## config.mk

```make
export PLATFORM = sky130hd
export DESIGN_NAME = motion_command_priority_router_unit
export DESIGN_NICKNAME = d
export VERILOG_FILES = /design/src/rtl/mcpr_pkg.sv /design/src/rtl/mcpr_alu.sv /design/src/rtl/mcpr_seq.sv /design/src/rtl/motion_command_priority_router_unit.sv
export VERILOG_INCLUDE_DIRS = /design/src /design/src/rtl
export SDC_FILE = /design/constraint.sdc
export NUM_CORES = 1
export LEC_CHECK = 0
export ABC_CLOCK_PERIOD_IN_PS = 6800
export BUFFER_PORTS_ARGS = -buffer_cell sky130_fd_sc_hd__clkbuf_2
export CORE_MARGIN = 2
export CORE_UTILIZATION = 54
export DETAILED_ROUTE_END_ITERATION = 8
export HOLD_SLACK_MARGIN = 0.15
export PLACE_DENSITY = 0.81
export SETUP_SLACK_MARGIN = 0.4
export SLEW_MARGIN = 10
export SYNTH_ARGS = -nofsm -noshare
export SYNTH_HDL_FRONTEND = slang
export SYNTH_SLANG_ARGS = --single-unit
```

## constraint.sdc

```tcl
create_clock -name aclk -period 6.8 [get_ports aclk]
set_input_delay 1.02 -clock aclk [delete_from_list [all_inputs] [get_ports aclk]]
set_output_delay 1.02 -clock aclk [all_outputs]
set_load 0.01 [all_outputs]
```

## src/rtl/assert_macros.svh

```systemverilog
// Assertion macros shared by the router RTL.
`ifndef ASSERT_MACROS_SVH
`define ASSERT_MACROS_SVH
`ifndef NO_ASSERTIONS
// A property that must hold at every clock edge outside reset.
`define AST_HOLDS(lbl, clk, rstn, prop, msg) \
    lbl: assert property (@(posedge clk) disable iff (!rstn) (prop)) else $error(msg);
// A condition that must imply another in the same cycle.
`define AST_IMPLIES(lbl, clk, rstn, ante, cons, msg) \
    lbl: assert property (@(posedge clk) disable iff (!rstn) (ante) |-> (cons)) else $error(msg);
`else
`define AST_HOLDS(lbl, clk, rstn, prop, msg)
`define AST_IMPLIES(lbl, clk, rstn, ante, cons, msg)
`endif
`endif

```

## src/rtl/mcpr_pkg.sv

```systemverilog
// Types, codes and constants of the motion command priority router.
package mcpr_pkg;

    localparam int NSLOT = 3;
    localparam int SLOT_W = $clog2(NSLOT);
    localparam int TIME_BITS_DEF = 32;

    localparam logic [15:0] MAX_LIFE_RST = 16'd500;
    localparam logic [15:0] MAX_RLIFE_RST = 16'd200;

    localparam logic [1:0] SRC_AUTO = 2'd0;
    localparam logic [1:0] SRC_WIRELESS = 2'd1;
    localparam logic [1:0] SRC_LOCAL = 2'd2;
    localparam logic [1:0] SRC_NONE = 2'd3;

    localparam logic [7:0] EXP_ALL_ONES = 8'hFF;

    typedef enum logic [2:0] {
        CMD_SUBMIT      = 3'd0,
        CMD_CANCEL      = 3'd1,
        CMD_TICK        = 3'd2,
        CMD_ARM         = 3'd3,
        CMD_MAINT       = 3'd4,
        CMD_ESTOP       = 3'd5,
        CMD_CLEAR_ESTOP = 3'd6,
        CMD_NOP         = 3'd7
    } cmd_t;

    typedef enum logic [2:0] {
        RSN_NONE      = 3'd0,
        RSN_DISABLED  = 3'd1,
        RSN_SAFETY    = 3'd2,
        RSN_EMERGENCY = 3'd3,
        RSN_MAINT     = 3'd4,
        RSN_STALE     = 3'd5
    } reason_t;

    typedef enum logic [0:0] {
        CFG_MAX_LIFE  = 1'b0,
        CFG_MAX_RLIFE = 1'b1
    } cfg_idx_t;

    typedef enum logic [1:0] {
        ST_IDLE,
        ST_SEQ,
        ST_AGE,
        ST_FINISH
    } state_t;

    typedef enum logic {
        ALU_SEQ,
        ALU_AGE
    } alu_op_t;

    typedef struct packed {
        logic [31:0] diff;
        logic        zero;
        logic        neg;
        logic        ge;
    } alu_res_t;

    typedef struct packed {
        logic              ready;
        logic              load;
        logic              seq_step;
        logic              age_step;
        logic              finish;
        logic [SLOT_W-1:0] idx;
    } ctrl_t;

endpackage

```

## src/rtl/mcpr_alu.sv

```systemverilog
// Shared subtract and compare unit for sequence and age checks.
module mcpr_alu #(
    parameter int TIME_BITS = mcpr_pkg::TIME_BITS_DEF
) (
    input  mcpr_pkg::alu_op_t  op,
    input  logic [31:0]        a,
    input  logic [31:0]        b,
    input  logic [15:0]        c,
    output mcpr_pkg::alu_res_t res
);

    localparam logic [31:0] TMASK = 32'((64'd1 << TIME_BITS) - 64'd1);

    logic [31:0] raw;
    logic [31:0] diff;

    assign raw = a - b;
    assign diff = (op == mcpr_pkg::ALU_AGE) ? (raw & TMASK) : raw;

    assign res.diff = diff;
    assign res.zero = (diff == 32'd0);
    assign res.neg = raw[31];
    assign res.ge = (diff >= 32'(c));

endmodule

```

## src/rtl/mcpr_seq.sv

```systemverilog
// Sequencer that steps one command through its check and commit cycles.
module mcpr_seq (
    input  logic              aclk,
    input  logic              aresetn,
    input  logic              s_valid,
    input  mcpr_pkg::cmd_t    s_cmd,
    input  logic              out_free,
    output mcpr_pkg::ctrl_t   ctrl
);

    localparam logic [mcpr_pkg::SLOT_W-1:0] LAST_IDX =
        mcpr_pkg::SLOT_W'(mcpr_pkg::NSLOT - 1);

    mcpr_pkg::state_t state_reg, state_next;
    logic [mcpr_pkg::SLOT_W-1:0] idx_reg, idx_next;

    always_ff @(posedge aclk) begin
        if (!aresetn) begin
            state_reg <= mcpr_pkg::ST_IDLE;
            idx_reg <= '0;
        end else begin
            state_reg <= state_next;
            idx_reg <= idx_next;
        end
    end

    always_comb begin
        state_next = state_reg;
        idx_next = idx_reg;
        ctrl = '0;
        ctrl.idx = idx_reg;
        case (state_reg)
            mcpr_pkg::ST_IDLE: begin
                ctrl.ready = 1'b1;
                idx_next = '0;
                if (s_valid) begin
                    ctrl.load = 1'b1;
                    case (s_cmd)
                        mcpr_pkg::CMD_SUBMIT: state_next = mcpr_pkg::ST_SEQ;
                        mcpr_pkg::CMD_TICK:   state_next = mcpr_pkg::ST_AGE;
                        default:              state_next = mcpr_pkg::ST_FINISH;
                    endcase
                end
            end
            mcpr_pkg::ST_SEQ: begin
                ctrl.seq_step = 1'b1;
                state_next = mcpr_pkg::ST_FINISH;
            end
            mcpr_pkg::ST_AGE: begin
                ctrl.age_step = 1'b1;
                if (idx_reg == LAST_IDX) begin
                    state_next = mcpr_pkg::ST_FINISH;
                end else begin
                    idx_next = idx_reg + 1'b1;
                end
            end
            mcpr_pkg::ST_FINISH: begin
                // Commit only when the output register can take the beat.
                if (out_free) begin
                    ctrl.finish = 1'b1;
                    state_next = mcpr_pkg::ST_IDLE;
                end
            end
            default: begin
                state_next = mcpr_pkg::ST_IDLE;
            end
        endcase
    end

endmodule

```

## src/rtl/motion_command_priority_router_unit.sv

```systemverilog
// Top level of the motion command priority router.
// Takes one command beat at a time and returns one result beat for it. A tick
// walks the three slots through the shared subtract and compare unit, one slot
// a cycle, before it commits; a submit uses the unit once for the sequence
// check before it commits, and every other command goes straight to its commit.
// The result sits in an output register, so the next beat is taken while it
// waits; a command only stalls in its commit cycle if an earlier result is
// still not taken. Slot selection favors local over wireless over autonomous,
// and emergency stop stays latched until a clear-estop command arrives with no
// safety fault latched.
`include "assert_macros.svh"

module motion_command_priority_router_unit #(
    parameter int TIME_BITS = mcpr_pkg::TIME_BITS_DEF
) (
    input  logic        aclk,
    input  logic        aresetn,

    input  logic        cfg_wr_en,
    input  logic [0:0]  cfg_index,
    input  logic [15:0] cfg_data,

    input  logic        s_valid,
    output logic        s_ready,
    input  logic [2:0]  s_cmd,
    input  logic [1:0]  s_source,
    input  logic [31:0] s_forward_bits,
    input  logic [31:0] s_turn_bits,
    input  logic [31:0] s_sequence_req,
    input  logic [15:0] s_lifetime_ms,
    input  logic [7:0]  s_enable_flag,
    input  logic [31:0] s_arrival_ms,
    input  logic [31:0] s_now_ms,
    input  logic        s_level_flag,

    output logic        m_valid,
    input  logic        m_ready,
    output logic        m_accepted,
    output logic        m_apply_drive,
    output logic        m_stop_drive,
    output logic [31:0] m_out_forward,
    output logic [31:0] m_out_turn,
    output logic        m_out_enable,
    output logic [1:0]  m_drive_source,
    output logic [2:0]  m_halt_cause,
    output logic [3:0]  m_status_flags,
    output logic [31:0] m_rejected_total,
    output logic [31:0] m_expired_total
);

    localparam int NSLOT = mcpr_pkg::NSLOT;
    localparam int SLOT_W = mcpr_pkg::SLOT_W;

    mcpr_pkg::ctrl_t    ctrl;
    mcpr_pkg::alu_op_t  alu_op;
    mcpr_pkg::alu_res_t alu_res;
    logic [31:0]        alu_a, alu_b;
    logic [15:0]        alu_c;
    logic               out_free;

    // Latched command beat.
    mcpr_pkg::cmd_t cmd_reg;
    logic [1:0]     src_reg;
    logic [31:0]    fwd_reg, trn_reg, seq_reg, rcv_reg, now_reg;
    logic [15:0]    life_reg;
    logic [7:0]     en_reg;
    logic           lvl_reg;

    // Slot storage.
    logic [NSLOT-1:0]     slot_valid_reg, slot_valid_next;
    logic [31:0]          slot_fwd_reg [NSLOT];
    logic [31:0]          slot_trn_reg [NSLOT];
    logic [TIME_BITS-1:0] slot_rcv_reg [NSLOT];
    logic [15:0]          slot_life_reg [NSLOT];
    logic [31:0]          slot_seq_reg [NSLOT];
    logic                 slot_wr;

    // Router state.
    logic              fault_reg, fault_next;
    logic              active_reg, active_next;
    logic [1:0]        cur_src_reg, cur_src_next;
    mcpr_pkg::reason_t cur_rsn_reg, cur_rsn_next;
    logic              armed_reg, armed_next;
    logic              maint_reg, maint_next;
    logic              estop_reg, estop_next;
    logic [31:0]       rej_reg, rej_next;
    logic [31:0]       exp_reg, exp_next;
    logic [15:0]       max_life_reg, max_life_next;
    logic [15:0]       max_rlife_reg, max_rlife_next;
    logic              seq_bad_reg, seq_bad_next;

    // Output register.
    logic        m_valid_reg, m_valid_next;
    logic        acc_reg, apply_reg, stop_reg;
    logic [31:0] ofwd_reg, otrn_reg;
    logic [1:0]  osrc_reg;
    logic [2:0]  orsn_reg;
    logic [3:0]  oflags_reg;
    logic [31:0] orej_reg, oexp_reg;

    logic [SLOT_W-1:0] src_idx, rd_idx, win_idx;
    logic              win_found;
    logic              acc, apply, stop_issued;
    logic              static_ok, age_hit;

    assign out_free = !m_valid_reg || m_ready;
    assign s_ready = ctrl.ready;
    assign src_idx = (src_reg == mcpr_pkg::SRC_NONE) ? '0 : src_reg;

    mcpr_seq u_seq (
        .aclk     (aclk),
        .aresetn  (aresetn),
        .s_valid  (s_valid),
        .s_cmd    (mcpr_pkg::cmd_t'(s_cmd)),
        .out_free (out_free),
        .ctrl     (ctrl)
    );

    // Highest valid slot wins: local over wireless over autonomous.
    always_comb begin
        win_idx = '0;
        for (int i = 0; i < NSLOT; i++) begin
            if (slot_valid_reg[i]) begin
                win_idx = SLOT_W'(i);
            end
        end
    end
    assign win_found = |slot_valid_reg;

    always_comb begin
        if (ctrl.age_step) begin
            rd_idx = ctrl.idx;
        end else if (ctrl.seq_step) begin
            rd_idx = src_idx;
        end else begin
            rd_idx = win_idx;
        end
    end

    always_comb begin
        if (ctrl.age_step) begin
            alu_op = mcpr_pkg::ALU_AGE;
            alu_a = now_reg;
            alu_b = 32'(slot_rcv_reg[rd_idx]);
        end else begin
            alu_op = mcpr_pkg::ALU_SEQ;
            alu_a = seq_reg;
            alu_b = slot_seq_reg[rd_idx];
        end
        alu_c = slot_life_reg[rd_idx];
    end

    mcpr_alu #(
        .TIME_BITS (TIME_BITS)
    ) u_alu (
        .op  (alu_op),
        .a   (alu_a),
        .b   (alu_b),
        .c   (alu_c),
        .res (alu_res)
    );

    assign static_ok = (src_reg != mcpr_pkg::SRC_NONE)
        && (fwd_reg[30:23] != mcpr_pkg::EXP_ALL_ONES)
        && (trn_reg[30:23] != mcpr_pkg::EXP_ALL_ONES)
        && (seq_reg != 32'd0)
        && (life_reg != 16'd0) && (life_reg <= max_life_reg)
        && (en_reg <= 8'd1)
        && ((src_reg == mcpr_pkg::SRC_LOCAL) || (life_reg <= max_rlife_reg));

    // Expiry is skipped when the tick reports a fault or estop is latched.
    assign age_hit = slot_valid_reg[rd_idx] && alu_res.ge && !lvl_reg && !estop_reg;

    always_comb begin
        slot_valid_next = slot_valid_reg;
        fault_next = fault_reg;
        active_next = active_reg;
        cur_src_next = cur_src_reg;
        cur_rsn_next = cur_rsn_reg;
        armed_next = armed_reg;
        maint_next = maint_reg;
        estop_next = estop_reg;
        rej_next = rej_reg;
        exp_next = exp_reg;
        max_life_next = max_life_reg;
        max_rlife_next = max_rlife_reg;
        seq_bad_next = seq_bad_reg;
        slot_wr = 1'b0;
        acc = 1'b0;
        apply = 1'b0;
        stop_issued = 1'b0;

        if (cfg_wr_en) begin
            case (mcpr_pkg::cfg_idx_t'(cfg_index))
                mcpr_pkg::CFG_MAX_LIFE:  max_life_next = cfg_data;
                mcpr_pkg::CFG_MAX_RLIFE: max_rlife_next = cfg_data;
                default: ;
            endcase
        end

        if (ctrl.seq_step) begin
            seq_bad_next = (alu_b != 32'd0) && (alu_res.zero || alu_res.neg);
        end

        if (ctrl.age_step && age_hit) begin
            slot_valid_next[rd_idx] = 1'b0;
            exp_next = exp_reg + 32'd1;
        end

        if (ctrl.finish) begin
            case (cmd_reg)
                mcpr_pkg::CMD_SUBMIT: begin
                    if (!static_ok || fault_reg) begin
                        rej_next = rej_reg + 32'd1;
                    end else if (en_reg == 8'd0) begin
                        acc = 1'b1;
                        slot_valid_next[src_idx] = 1'b0;
                        if (cur_src_reg == src_reg && active_reg) begin
                            active_next = 1'b0;
                            cur_src_next = mcpr_pkg::SRC_NONE;
                            cur_rsn_next = mcpr_pkg::RSN_DISABLED;
                            stop_issued = 1'b1;
                        end
                    end else if (maint_reg || estop_reg
                                 || (src_reg != mcpr_pkg::SRC_LOCAL && !armed_reg)
                                 || seq_bad_reg) begin
                        rej_next = rej_reg + 32'd1;
                    end else begin
                        acc = 1'b1;
                        slot_wr = 1'b1;
                        slot_valid_next[src_idx] = 1'b1;
                    end
                end
                mcpr_pkg::CMD_CANCEL: begin
                    if (src_reg != mcpr_pkg::SRC_NONE) begin
                        acc = 1'b1;
                        slot_valid_next[src_idx] = 1'b0;
                        if (cur_src_reg == src_reg && active_reg) begin
                            active_next = 1'b0;
                            cur_src_next = mcpr_pkg::SRC_NONE;
                            cur_rsn_next = mcpr_pkg::RSN_DISABLED;
                            stop_issued = 1'b1;
                        end
                    end
                end
                mcpr_pkg::CMD_TICK: begin
                    acc = 1'b1;
                    fault_next = lvl_reg;
                    if (lvl_reg) begin
                        armed_next = 1'b0;
                        slot_valid_next = '0;
                        active_next = 1'b0;
                        cur_src_next = mcpr_pkg::SRC_NONE;
                        cur_rsn_next = mcpr_pkg::RSN_SAFETY;
                        stop_issued = 1'b1;
                    end else if (estop_reg) begin
                        active_next = 1'b0;
                        cur_src_next = mcpr_pkg::SRC_NONE;
                        cur_rsn_next = mcpr_pkg::RSN_EMERGENCY;
                        stop_issued = 1'b1;
                    end else if (maint_reg) begin
                        slot_valid_next = '0;
                        active_next = 1'b0;
                        cur_src_next = mcpr_pkg::SRC_NONE;
                        cur_rsn_next = mcpr_pkg::RSN_MAINT;
                        stop_issued = 1'b1;
                    end else if (win_found) begin
                        apply = 1'b1;
                        active_next = 1'b1;
                        cur_src_next = 2'(win_idx);
                        cur_rsn_next = mcpr_pkg::RSN_NONE;
                    end else begin
                        // A stop is only issued if something was driving.
                        stop_issued = active_reg;
                        active_next = 1'b0;
                        cur_src_next = mcpr_pkg::SRC_NONE;
                        cur_rsn_next = mcpr_pkg::RSN_STALE;
                    end
                end
                mcpr_pkg::CMD_ARM: begin
                    if (!lvl_reg) begin
                        armed_next = 1'b0;
                        acc = 1'b1;
                    end else if (!fault_reg && !maint_reg && !estop_reg) begin
                        armed_next = 1'b1;
                        acc = 1'b1;
                    end
                end
                mcpr_pkg::CMD_MAINT: begin
                    acc = 1'b1;
                    maint_next = lvl_reg;
                    armed_next = 1'b0;
                    slot_valid_next = '0;
                    active_next = 1'b0;
                    cur_src_next = mcpr_pkg::SRC_NONE;
                    cur_rsn_next = lvl_reg ? mcpr_pkg::RSN_MAINT : mcpr_pkg::RSN_DISABLED;
                    stop_issued = 1'b1;
                end
                mcpr_pkg::CMD_ESTOP: begin
                    acc = 1'b1;
                    estop_next = 1'b1;
                    armed_next = 1'b0;
                    slot_valid_next = '0;
                    active_next = 1'b0;
                    cur_src_next = mcpr_pkg::SRC_NONE;
                    cur_rsn_next = mcpr_pkg::RSN_EMERGENCY;
                    stop_issued = 1'b1;
                end
                mcpr_pkg::CMD_CLEAR_ESTOP: begin
                    if (!fault_reg) begin
                        acc = 1'b1;
                        estop_next = 1'b0;
                        active_next = 1'b0;
                        cur_src_next = mcpr_pkg::SRC_NONE;
                        cur_rsn_next = mcpr_pkg::RSN_DISABLED;
                        stop_issued = 1'b1;
                    end
                end
                default: ;
            endcase
        end
    end

    assign m_valid_next = ctrl.finish ? 1'b1 : (m_ready ? 1'b0 : m_valid_reg);

    always_ff @(posedge aclk) begin
        if (!aresetn) begin
            slot_valid_reg <= '0;
            fault_reg <= 1'b0;
            active_reg <= 1'b0;
            cur_src_reg <= mcpr_pkg::SRC_NONE;
            cur_rsn_reg <= mcpr_pkg::RSN_DISABLED;
            armed_reg <= 1'b0;
            maint_reg <= 1'b0;
            estop_reg <= 1'b0;
            rej_reg <= '0;
            exp_reg <= '0;
            max_life_reg <= mcpr_pkg::MAX_LIFE_RST;
            max_rlife_reg <= mcpr_pkg::MAX_RLIFE_RST;
            seq_bad_reg <= 1'b0;
            m_valid_reg <= 1'b0;
            for (int i = 0; i < NSLOT; i++) begin
                slot_seq_reg[i] <= '0;
            end
        end else begin
            slot_valid_reg <= slot_valid_next;
            fault_reg <= fault_next;
            active_reg <= active_next;
            cur_src_reg <= cur_src_next;
            cur_rsn_reg <= cur_rsn_next;
            armed_reg <= armed_next;
            maint_reg <= maint_next;
            estop_reg <= estop_next;
            rej_reg <= rej_next;
            exp_reg <= exp_next;
            max_life_reg <= max_life_next;
            max_rlife_reg <= max_rlife_next;
            seq_bad_reg <= seq_bad_next;
            m_valid_reg <= m_valid_next;
            if (slot_wr) begin
                slot_seq_reg[src_idx] <= seq_reg;
            end
        end
    end

    always_ff @(posedge aclk) begin
        if (ctrl.load) begin
            cmd_reg <= mcpr_pkg::cmd_t'(s_cmd);
            src_reg <= s_source;
            fwd_reg <= s_forward_bits;
            trn_reg <= s_turn_bits;
            seq_reg <= s_sequence_req;
            life_reg <= s_lifetime_ms;
            en_reg <= s_enable_flag;
            rcv_reg <= s_arrival_ms;
            now_reg <= s_now_ms;
            lvl_reg <= s_level_flag;
        end
        if (slot_wr) begin
            slot_fwd_reg[src_idx] <= fwd_reg;
            slot_trn_reg[src_idx] <= trn_reg;
            slot_rcv_reg[src_idx] <= rcv_reg[TIME_BITS-1:0];
            slot_life_reg[src_idx] <= life_reg;
        end
        if (ctrl.finish) begin
            acc_reg <= acc;
            apply_reg <= apply;
            stop_reg <= stop_issued;
            ofwd_reg <= apply ? slot_fwd_reg[rd_idx] : 32'd0;
            otrn_reg <= apply ? slot_trn_reg[rd_idx] : 32'd0;
            osrc_reg <= cur_src_next;
            orsn_reg <= cur_rsn_next;
            oflags_reg <= {fault_next, estop_next, maint_next, armed_next};
            orej_reg <= rej_next;
            oexp_reg <= exp_next;
        end
    end

    assign m_valid = m_valid_reg;
    assign m_accepted = acc_reg;
    assign m_apply_drive = apply_reg;
    assign m_stop_drive = stop_reg;
    assign m_out_forward = ofwd_reg;
    assign m_out_turn = otrn_reg;
    // A valid slot always carries drive enabled, so the applied enable
    // follows the apply flag.
    assign m_out_enable = apply_reg;
    assign m_drive_source = osrc_reg;
    assign m_halt_cause = orsn_reg;
    assign m_status_flags = oflags_reg;
    assign m_rejected_total = orej_reg;
    assign m_expired_total = oexp_reg;

    `AST_IMPLIES(a_apply_xor_stop, aclk, aresetn, m_valid, !(m_apply_drive && m_stop_drive), "apply and stop in one beat")
    `AST_IMPLIES(a_apply_has_src, aclk, aresetn, m_valid && m_apply_drive, (m_drive_source != mcpr_pkg::SRC_NONE) && (m_halt_cause == mcpr_pkg::RSN_NONE), "apply without an active source")
    `AST_IMPLIES(a_stop_no_src, aclk, aresetn, m_valid && m_stop_drive, m_drive_source == mcpr_pkg::SRC_NONE, "stop left a source active")
    `AST_HOLDS(a_arm_blocked, aclk, aresetn, !(armed_reg && (estop_reg || maint_reg)), "armed while estop or maintenance")
    `AST_HOLDS(a_exp_step, aclk, aresetn, 1'b1 |=> ((exp_reg == $past(exp_reg)) || (exp_reg == 32'($past(exp_reg) + 32'd1))), "expire count jumped")

endmodule

```

Yosys cells after proc, flatten, opt, wreduce, memory -nomap -nowiden. Memory sizes are Yosys's and may differ from the RTL's. A register that Yosys moved wholly into a read port is not among the register bits. Index checks and enable logic that the tools add are counted.

Register bits: 381. RAM bits: 432. Input bits: 212. Logic and storage cells: 257. Memories kept: 5.

Memories: slot_fwd_reg (depth 3, width 32, rd ports 1, clocked after memory_dff 1, write ports 1, RTL line motion_command_priority_router_unit.sv:71) `logic [31:0] slot_fwd_reg [NSLOT];`; slot_rcv_reg (depth 3, width 32, rd ports 1, clocked after memory_dff 0, write ports 1, RTL line motion_command_priority_router_unit.sv:73) `logic [TIME_BITS-1:0] slot_rcv_reg [NSLOT];`; slot_seq_reg (depth 3, width 32, rd ports 1, clocked after memory_dff 0, write ports 3, RTL line motion_command_priority_router_unit.sv:75) `logic [31:0] slot_seq_reg [NSLOT];`; slot_trn_reg (depth 3, width 32, rd ports 1, clocked after memory_dff 1, write ports 1, RTL line motion_command_priority_router_unit.sv:72) `logic [31:0] slot_trn_reg [NSLOT];`; slot_life_reg (depth 3, width 16, rd ports 1, clocked after memory_dff 0, write ports 1, RTL line motion_command_priority_router_unit.sv:74) `logic [15:0] slot_life_reg [NSLOT];`.

Add/sub/neg operators: 4. $lt $le $gt $ge: 8. Eq/ne operators: 26. Mux-type cells: 120. Bitwise logic cells: 6. Reduce and logical (&&, ||, !) cells: 54.

Operators by type and width (number): 32-bit two-way mux (9); 32-bit by 1-bit adder with 32-bit output (second input constant) (2); 32-bit nonzero test (2); 3-bit two-way mux (20); 1-bit two-way mux (57); 2-bit two-way mux (20); 32-bit by 16-bit greater-or-equal comparator with 1-bit output (1); 16-bit less-or-equal comparator (2); 32-bit logical NOT (1); 32-bit OR reduction (1); 32-bit subtractor (1); 1-bit logical AND (18); 2-bit inequality test (second input constant) (9); 3-bit one-hot mux with 6 select lines (1); 8-bit inequality test (second input constant) (2); 16-bit nonzero test (1); 1-bit one-hot mux with 5 select lines (3); 3-bit one-hot mux with 4 select lines (1); 2-bit equality test (second input constant) (5); 2-bit one-hot mux with 5 select lines (1); 3-bit by 2-bit equality test with 1-bit output (second input constant) (3); 3-bit equality test (second input constant) (3); 1-bit logical NOT (9); 8-bit by 1-bit less-or-equal comparator with 1-bit output (second input constant) (1); 28 further kinds (45).

Longest topological paths before layout. An unclocked memory read counts as a cell.

Word-level depth: 19. Depth in mapped cells: 29.

Cells and area by module. From an unflattened synthesis, not the netlist that was laid out.

Cells, all modules: 2820. Area, all modules: 38057.8 um2.

By module, submodules not included: motion_command_priority_router_unit (times used 1, cells each 2448, area an instance 35445.2 um2, sequential area each 26065.0 um2); mcpr_alu (times used 1, cells each 337, area an instance 2298.5 um2, sequential area each 0.0 um2); mcpr_seq (times used 1, cells each 35, area an instance 314.1 um2, sequential area each 80.1 um2).

Worst setup path before layout. OpenSTA, ideal clock, no wires.

Path kind: input -> register. Start: in m_ready. End: reg orej_reg[19], in the netlist m_rejected_total[19] (data pin). Library setup time: 0.258 ns. Data arrival time: 6.698 ns. Required time: 6.542 ns. Path slack: -0.156 ns. Stages: 10. Buffers on the path: 1. Cells stage by stage: nand2b_1 -> nand2_1 -> inv_1 -> clkbuf_1 -> nand2_1 -> nor2_1 -> nand4_1 -> nor2_1 -> nand4_1 -> xnor2_1.

RTL lines: from (decl) (RTL line motion_command_priority_router_unit.sv:37) `input logic m_ready,`; to (signal assigned) (RTL line motion_command_priority_router_unit.sv:394) `orej_reg <= rej_next;`; to (decl) (RTL line motion_command_priority_router_unit.sv:99) `logic [31:0] orej_reg, oexp_reg;`.

Worst setup path after layout.
Start: reg u_seq.state_reg[1]. End: reg oexp_reg[31], in the netlist m_expired_total[31] (data pin).

Cells in the longest elaborated chain, start to end: 13. Elaborated cells on any way between the ends: 20. Classes of those cells: add/sub: 1; order compare: 1; eq/ne: 2; mux: 9; reduce/logical: 4; memory: 3.

RTL lines: from (decl) (RTL line mcpr_seq.sv:14) `mcpr_pkg::state_t state_reg, state_next;`; from (signal assigned) (RTL line mcpr_seq.sv:19) `state_reg <= mcpr_pkg::ST_IDLE;`; from (signal assigned) (RTL line mcpr_seq.sv:22) `state_reg <= state_next;`; 2-bit by 1-bit equality test with 1-bit output (RTL line mcpr_seq.sv:32) `case (state_reg)`; 1-bit two-way mux (RTL line mcpr_seq.sv:32); 2-bit two-way mux (RTL line motion_command_priority_router_unit.sv:133) `end else if (ctrl.seq_step) begin`; 2-bit two-way mux (RTL line motion_command_priority_router_unit.sv:131) `if (ctrl.age_step) begin`; memory 3 x 32 bit (on tied branches); 32-bit two-way mux (RTL line motion_command_priority_router_unit.sv:141) `if (ctrl.age_step) begin`; 32-bit subtractor (RTL line mcpr_alu.sv:17) `assign raw = a - b;`; 32-bit by 16-bit greater-or-equal comparator with 1-bit output (RTL line mcpr_alu.sv:23) `assign res.ge = (diff >= 32'(c));`; 1-bit logical AND (3 in series) (RTL line motion_command_priority_router_unit.sv:172) `assign age_hit = slot_valid_reg[rd_idx] && alu_res.ge && !lvl_reg && !estop_reg;`; 1-bit logical AND (*) (RTL line motion_command_priority_router_unit.sv:205) `if (ctrl.age_step && age_hit) begin`; 32-bit two-way mux (*) (RTL line motion_command_priority_router_unit.sv:205); named net exp_next[31] (RTL line motion_command_priority_router_unit.sv:87) `logic [31:0] exp_reg, exp_next;`; to (signal assigned) (RTL line motion_command_priority_router_unit.sv:395) `oexp_reg <= exp_next;`; to (decl) (RTL line motion_command_priority_router_unit.sv:99).

The timed path passes the listed nets; every way through them passes the cells marked *. The select of a mux whose other input is x is not followed. A chain may end at the register's enable or synchronous reset.

==> metrics.txt <==
grt ovf=0; area of the multi-input gates=roughly 12000 µm²; dpl hpwl=about 60000 µm; TritonCTS clock tree=built; initial antenna violation count=6; Tot Pwr=18.35 mW; mux contribution to synthesized area=under 10%; number of global-route vias before repair=24.24k; Comb pwr share=34.8%; row count=slightly below 100; Routed WL=93780 µm; Post-Syn Area=between 30000 and 40000 µm²; Total GRT Usage=roughly 25%; kind of critical path=register to register; max reg flops=128; Die Y=about 270 µm; Core Box Area=roughly 70000 µm²; clock share of power=~28%; Syn-to-layout area delta=16.31%; Post-synth ARST share=0%; Initial Utilization=54.65%; arrival time at the worst endpoint=6.60 ns; crit path capture type=register; Post-synth EDFFs=a little under 800; drt initial violations=roughly 2.3k; VDD IR-drop max=~0.00029 V; Netlist cell types=89; Final ANT Viol Nets=0; Mean Syn Cell Area=~14 µm²; H-tree lvl count=3; final hold violations=0; #FFs+latches synth=909; slowest cell delay on critical path=approximately 0.5 ns; iteration count of the initial detailed-routing pass=7; clk root buf=clkbuf_16; CTS Buffer Depth=3; Final Hold Slack=between 0.4 and 0.5 ns; top_reg_cell synth=edfxtp_1; Final Wtd Congestion=~1; clock slew at reported path FFs=about 0.060 ns; post-synthesis xor/xnor area fraction=about 1.9%; # IOs=roughly 360; RSZ-0062 raised after global routing=true; DR WL/cell=around 22 µm; Post-Synth Adder-Cell Area=just over 3%; sequential power share=a little under two fifths; Yosys Warn Count=0; switching portion of total power=between 30% and 40%; largest family of logic cells by synthesized area=simple AND/OR/NAND/NOR gates; largest net degree at the start of global routing=about 150; DR vias=24.43k; die area=roughly 73000 µm²; Syn Nets=just over 3k; status=finished, final reports clean; Psw=around 6.4 mW; Sink Count=~910; final-report setup violation count=0; global-route wire length before repair=approximately 140000 µm; post-synthesis sequential area ratio=approximately two thirds; Worst slew margin=between 20 and 30%; CP required=between 7 and 8 ns; Die W=around 270 µm; minimum clock period=roughly 6.2 ns; Leak=roughly 17 nW; f_max=about 0.16 GHz; DRC violations left=0; Hold/Removal Path Class=register to register; Synth Area in Simple Gates=~11%; CP max stage cell=o311ai_1; pwr/cell area=between 400 and 500 nW/µm²; Internal=11.92 mW; critical path launch point type=register; Critical Path, Cell by Cell=inv_1, ha_1, buf_4, or2b_2, a31oi_4, buf_12, buf_4, buf_4, mux4_2, o22ai_1, ha_1, nand2_1, o311ai_1, a21o_1, a21oi_1, xnor2_1, ha_1, a21oi_1, o2111a_2, nand3_2, buf_12, and4_1, xor2_1; Fill cells=roughly 5.1k; final period utilization=about 90%; input/output buffers=354; routed vias/inst=~5.8; Worst-Skew Late Latency=0.69 ns; TritonCTS Buffers=90; max cap viols=0; cells after synthesis=around 2.8k; fin. max-slew vios=0; share of cells above drive strength 1=approximately a fifth; nets@finish=3483; Seq. cell area=26150 µm²; Fin Setup TNS=0 ns; Worst Tran Pin Value=approximately 1.1 ns; Compound-Gate Fraction of Synth Area=about 7.6%; hold_buf cts=0; Clock Skew=a little under 0.07 ns; CP max FO=22
## Yosys cell counts (23+ instances only)
cell type	number	area, µm²
a211oi_1	76	570.6
a21o_1	31	232.7
a21oi_1	153	765.7
and2_1	129	807.0
and3_1	28	175.2
clkbuf_1	97	364.1
dfxtp_1	115	2302
edfxtp_1	794	23840
ha_1	91	1139
inv_1	67	251.5
mux2_2	33	371.6
mux2i_1	129	1291
mux4_2	24	540.5
nand2_1	324	1216
nand2b_1	53	331.6
nand3_1	53	265.3
nand4_1	49	306.5
nor2_1	136	510.5
nor3_1	32	160.2
nor4_1	23	143.9
o21ai_0	49	245.2
o22ai_1	24	150.1
xnor2_1	56	490.5
xor2_1	26	227.7
## metrics by stage
step	setup slack [ns]	std cells	utilization [%]	area, µm²
CTS	0.3979	4185	63.24	44360
global placement	0.2753	4010	58.78	41230
detailed placement	0.1419	4010	58.78	41230
global route	0.3549	4198	63.56	44580
finish	0.6046	4199	63.56	44590
floorplan	0.4624	2795	-	38340
## power groups by stage
stage / sequential [mW] / clock (mW) / combinational (mW)
finish: 6.92 / 5.05 / 6.38
global route: 6.95 / 5.35 / 6.91
detailed placement: 7.02 / 0 / 5.91
global placement: 7.00 / 0 / 5.87
CTS: 6.91 / 5.13 / 6.06
floorplan: 6.97 / 0 / 4.22
## critical path: cells and delay by family (launching register included)
family / cells / cell delay, ns
DFF: 1 / 0.37
xor gates and xnor gates: 2 / 0.50
adders and majority gates: 3 / 0.87
and+or+nand+nor: 4 / 0.95
muxes: 1 / 0.36
buffers and inverters: 6 / 1.18
AOI/OAI and AO/OA: 7 / 1.68
## cell families (layout without fill, tap and decap cells)
kind of cell,Yosys count,in the layout
flip-flops,909,909
AND/OR/NAND/NOR,887,887
AO/OA/AOI/OAI,442,442
buffers and inverters,196,654
multiplexers,187,187
adder cells (fa/ha/maj),92,92
XOR/XNOR,82,82
other,0,6
## layout make-up
| class | instances | area share [%] |
|---|---|---|
| clock inverter | 52 | 1.487 |
| timing repair buffer | 420 | 5.236 |
| sequential | 909 | 58.64 |
| tap | 940 | 2.638 |
| inverter | 68 | 0.6005 |
| antenna | 6 | 0.03367 |
| clock buffer | 114 | 5.321 |
| multi-input combinational | 1690 | 26.04 |
## layer usage
| layer | track usage, % | up-vias | wire length [µm] |
|---|---|---|---|
| met1 | 32.88 | 11930 | 36770 |
| li1 | - | 11230 | - |
| met2 | 41.98 | 1080 | 46420 |
| met5 | 0 | - | 13 |
| met4 | 10.10 | 2 | 3066 |
| met3 | 4.765 | 186 | 7505 |
## cells in the final DEF (no fill, tap or decap), drive strengths merged, types with 10 or more instances in the layout
| cell | netlist | routed |
|---|---|---|
| edfxtp | 794 | 794 |
| and2 | 130 | 130 |
| nand2 | 324 | 324 |
| xor2 | 26 | 26 |
| dfxtp | 115 | 115 |
| mux2i | 129 | 129 |
| o22ai | 24 | 24 |
| and3 | 29 | 29 |
| nand3 | 53 | 53 |
| clkbuf | 98 | 467 |
| nor2 | 136 | 136 |
| and4 | 13 | 13 |
| inv | 67 | 70 |
| o211ai | 13 | 13 |
| nor4 | 23 | 23 |
| nand4 | 49 | 49 |
| a21oi | 153 | 153 |
| clkinv | 1 | 37 |
| buf | 30 | 67 |
| bufinv | 0 | 10 |
| mux2 | 34 | 34 |
| nor3 | 32 | 32 |
| xnor2 | 56 | 56 |
| ha | 91 | 91 |
| a211oi | 76 | 76 |
| a31oi | 12 | 12 |
| o21ai | 50 | 50 |
| nand2b | 53 | 53 |
| a21o | 33 | 33 |
| mux4 | 24 | 24 |
## final timing paths
path / start / to / slack (ns) / depth (start not counted)
worst min-delay path: trn_reg[14]$_DFFE_PP_ / slot_trn_reg[2][14]$_DFFE_PP_ / 0.42 / 0
worst max-delay path: u_seq.state_reg[1]$_SDFFE_PN0P_ / m_expired_total[31]$_DFFE_PP_ / 0.60 / 23
worst max register to register: u_seq.state_reg[1]$_SDFFE_PN0P_ / m_expired_total[31]$_DFFE_PP_ / 0.60 / 23
worst min register to register: trn_reg[14]$_DFFE_PP_ / slot_trn_reg[2][14]$_DFFE_PP_ / 0.42 / 0
## what timing repair did
action                     in CTS  in global routing
setup buffers                   9                  8
gates resized for setup         5                 29
pin swaps                       5                  7
setup endpoints to repair      48                 67
No activity file was read; power rests on OpenSTA's default activity.
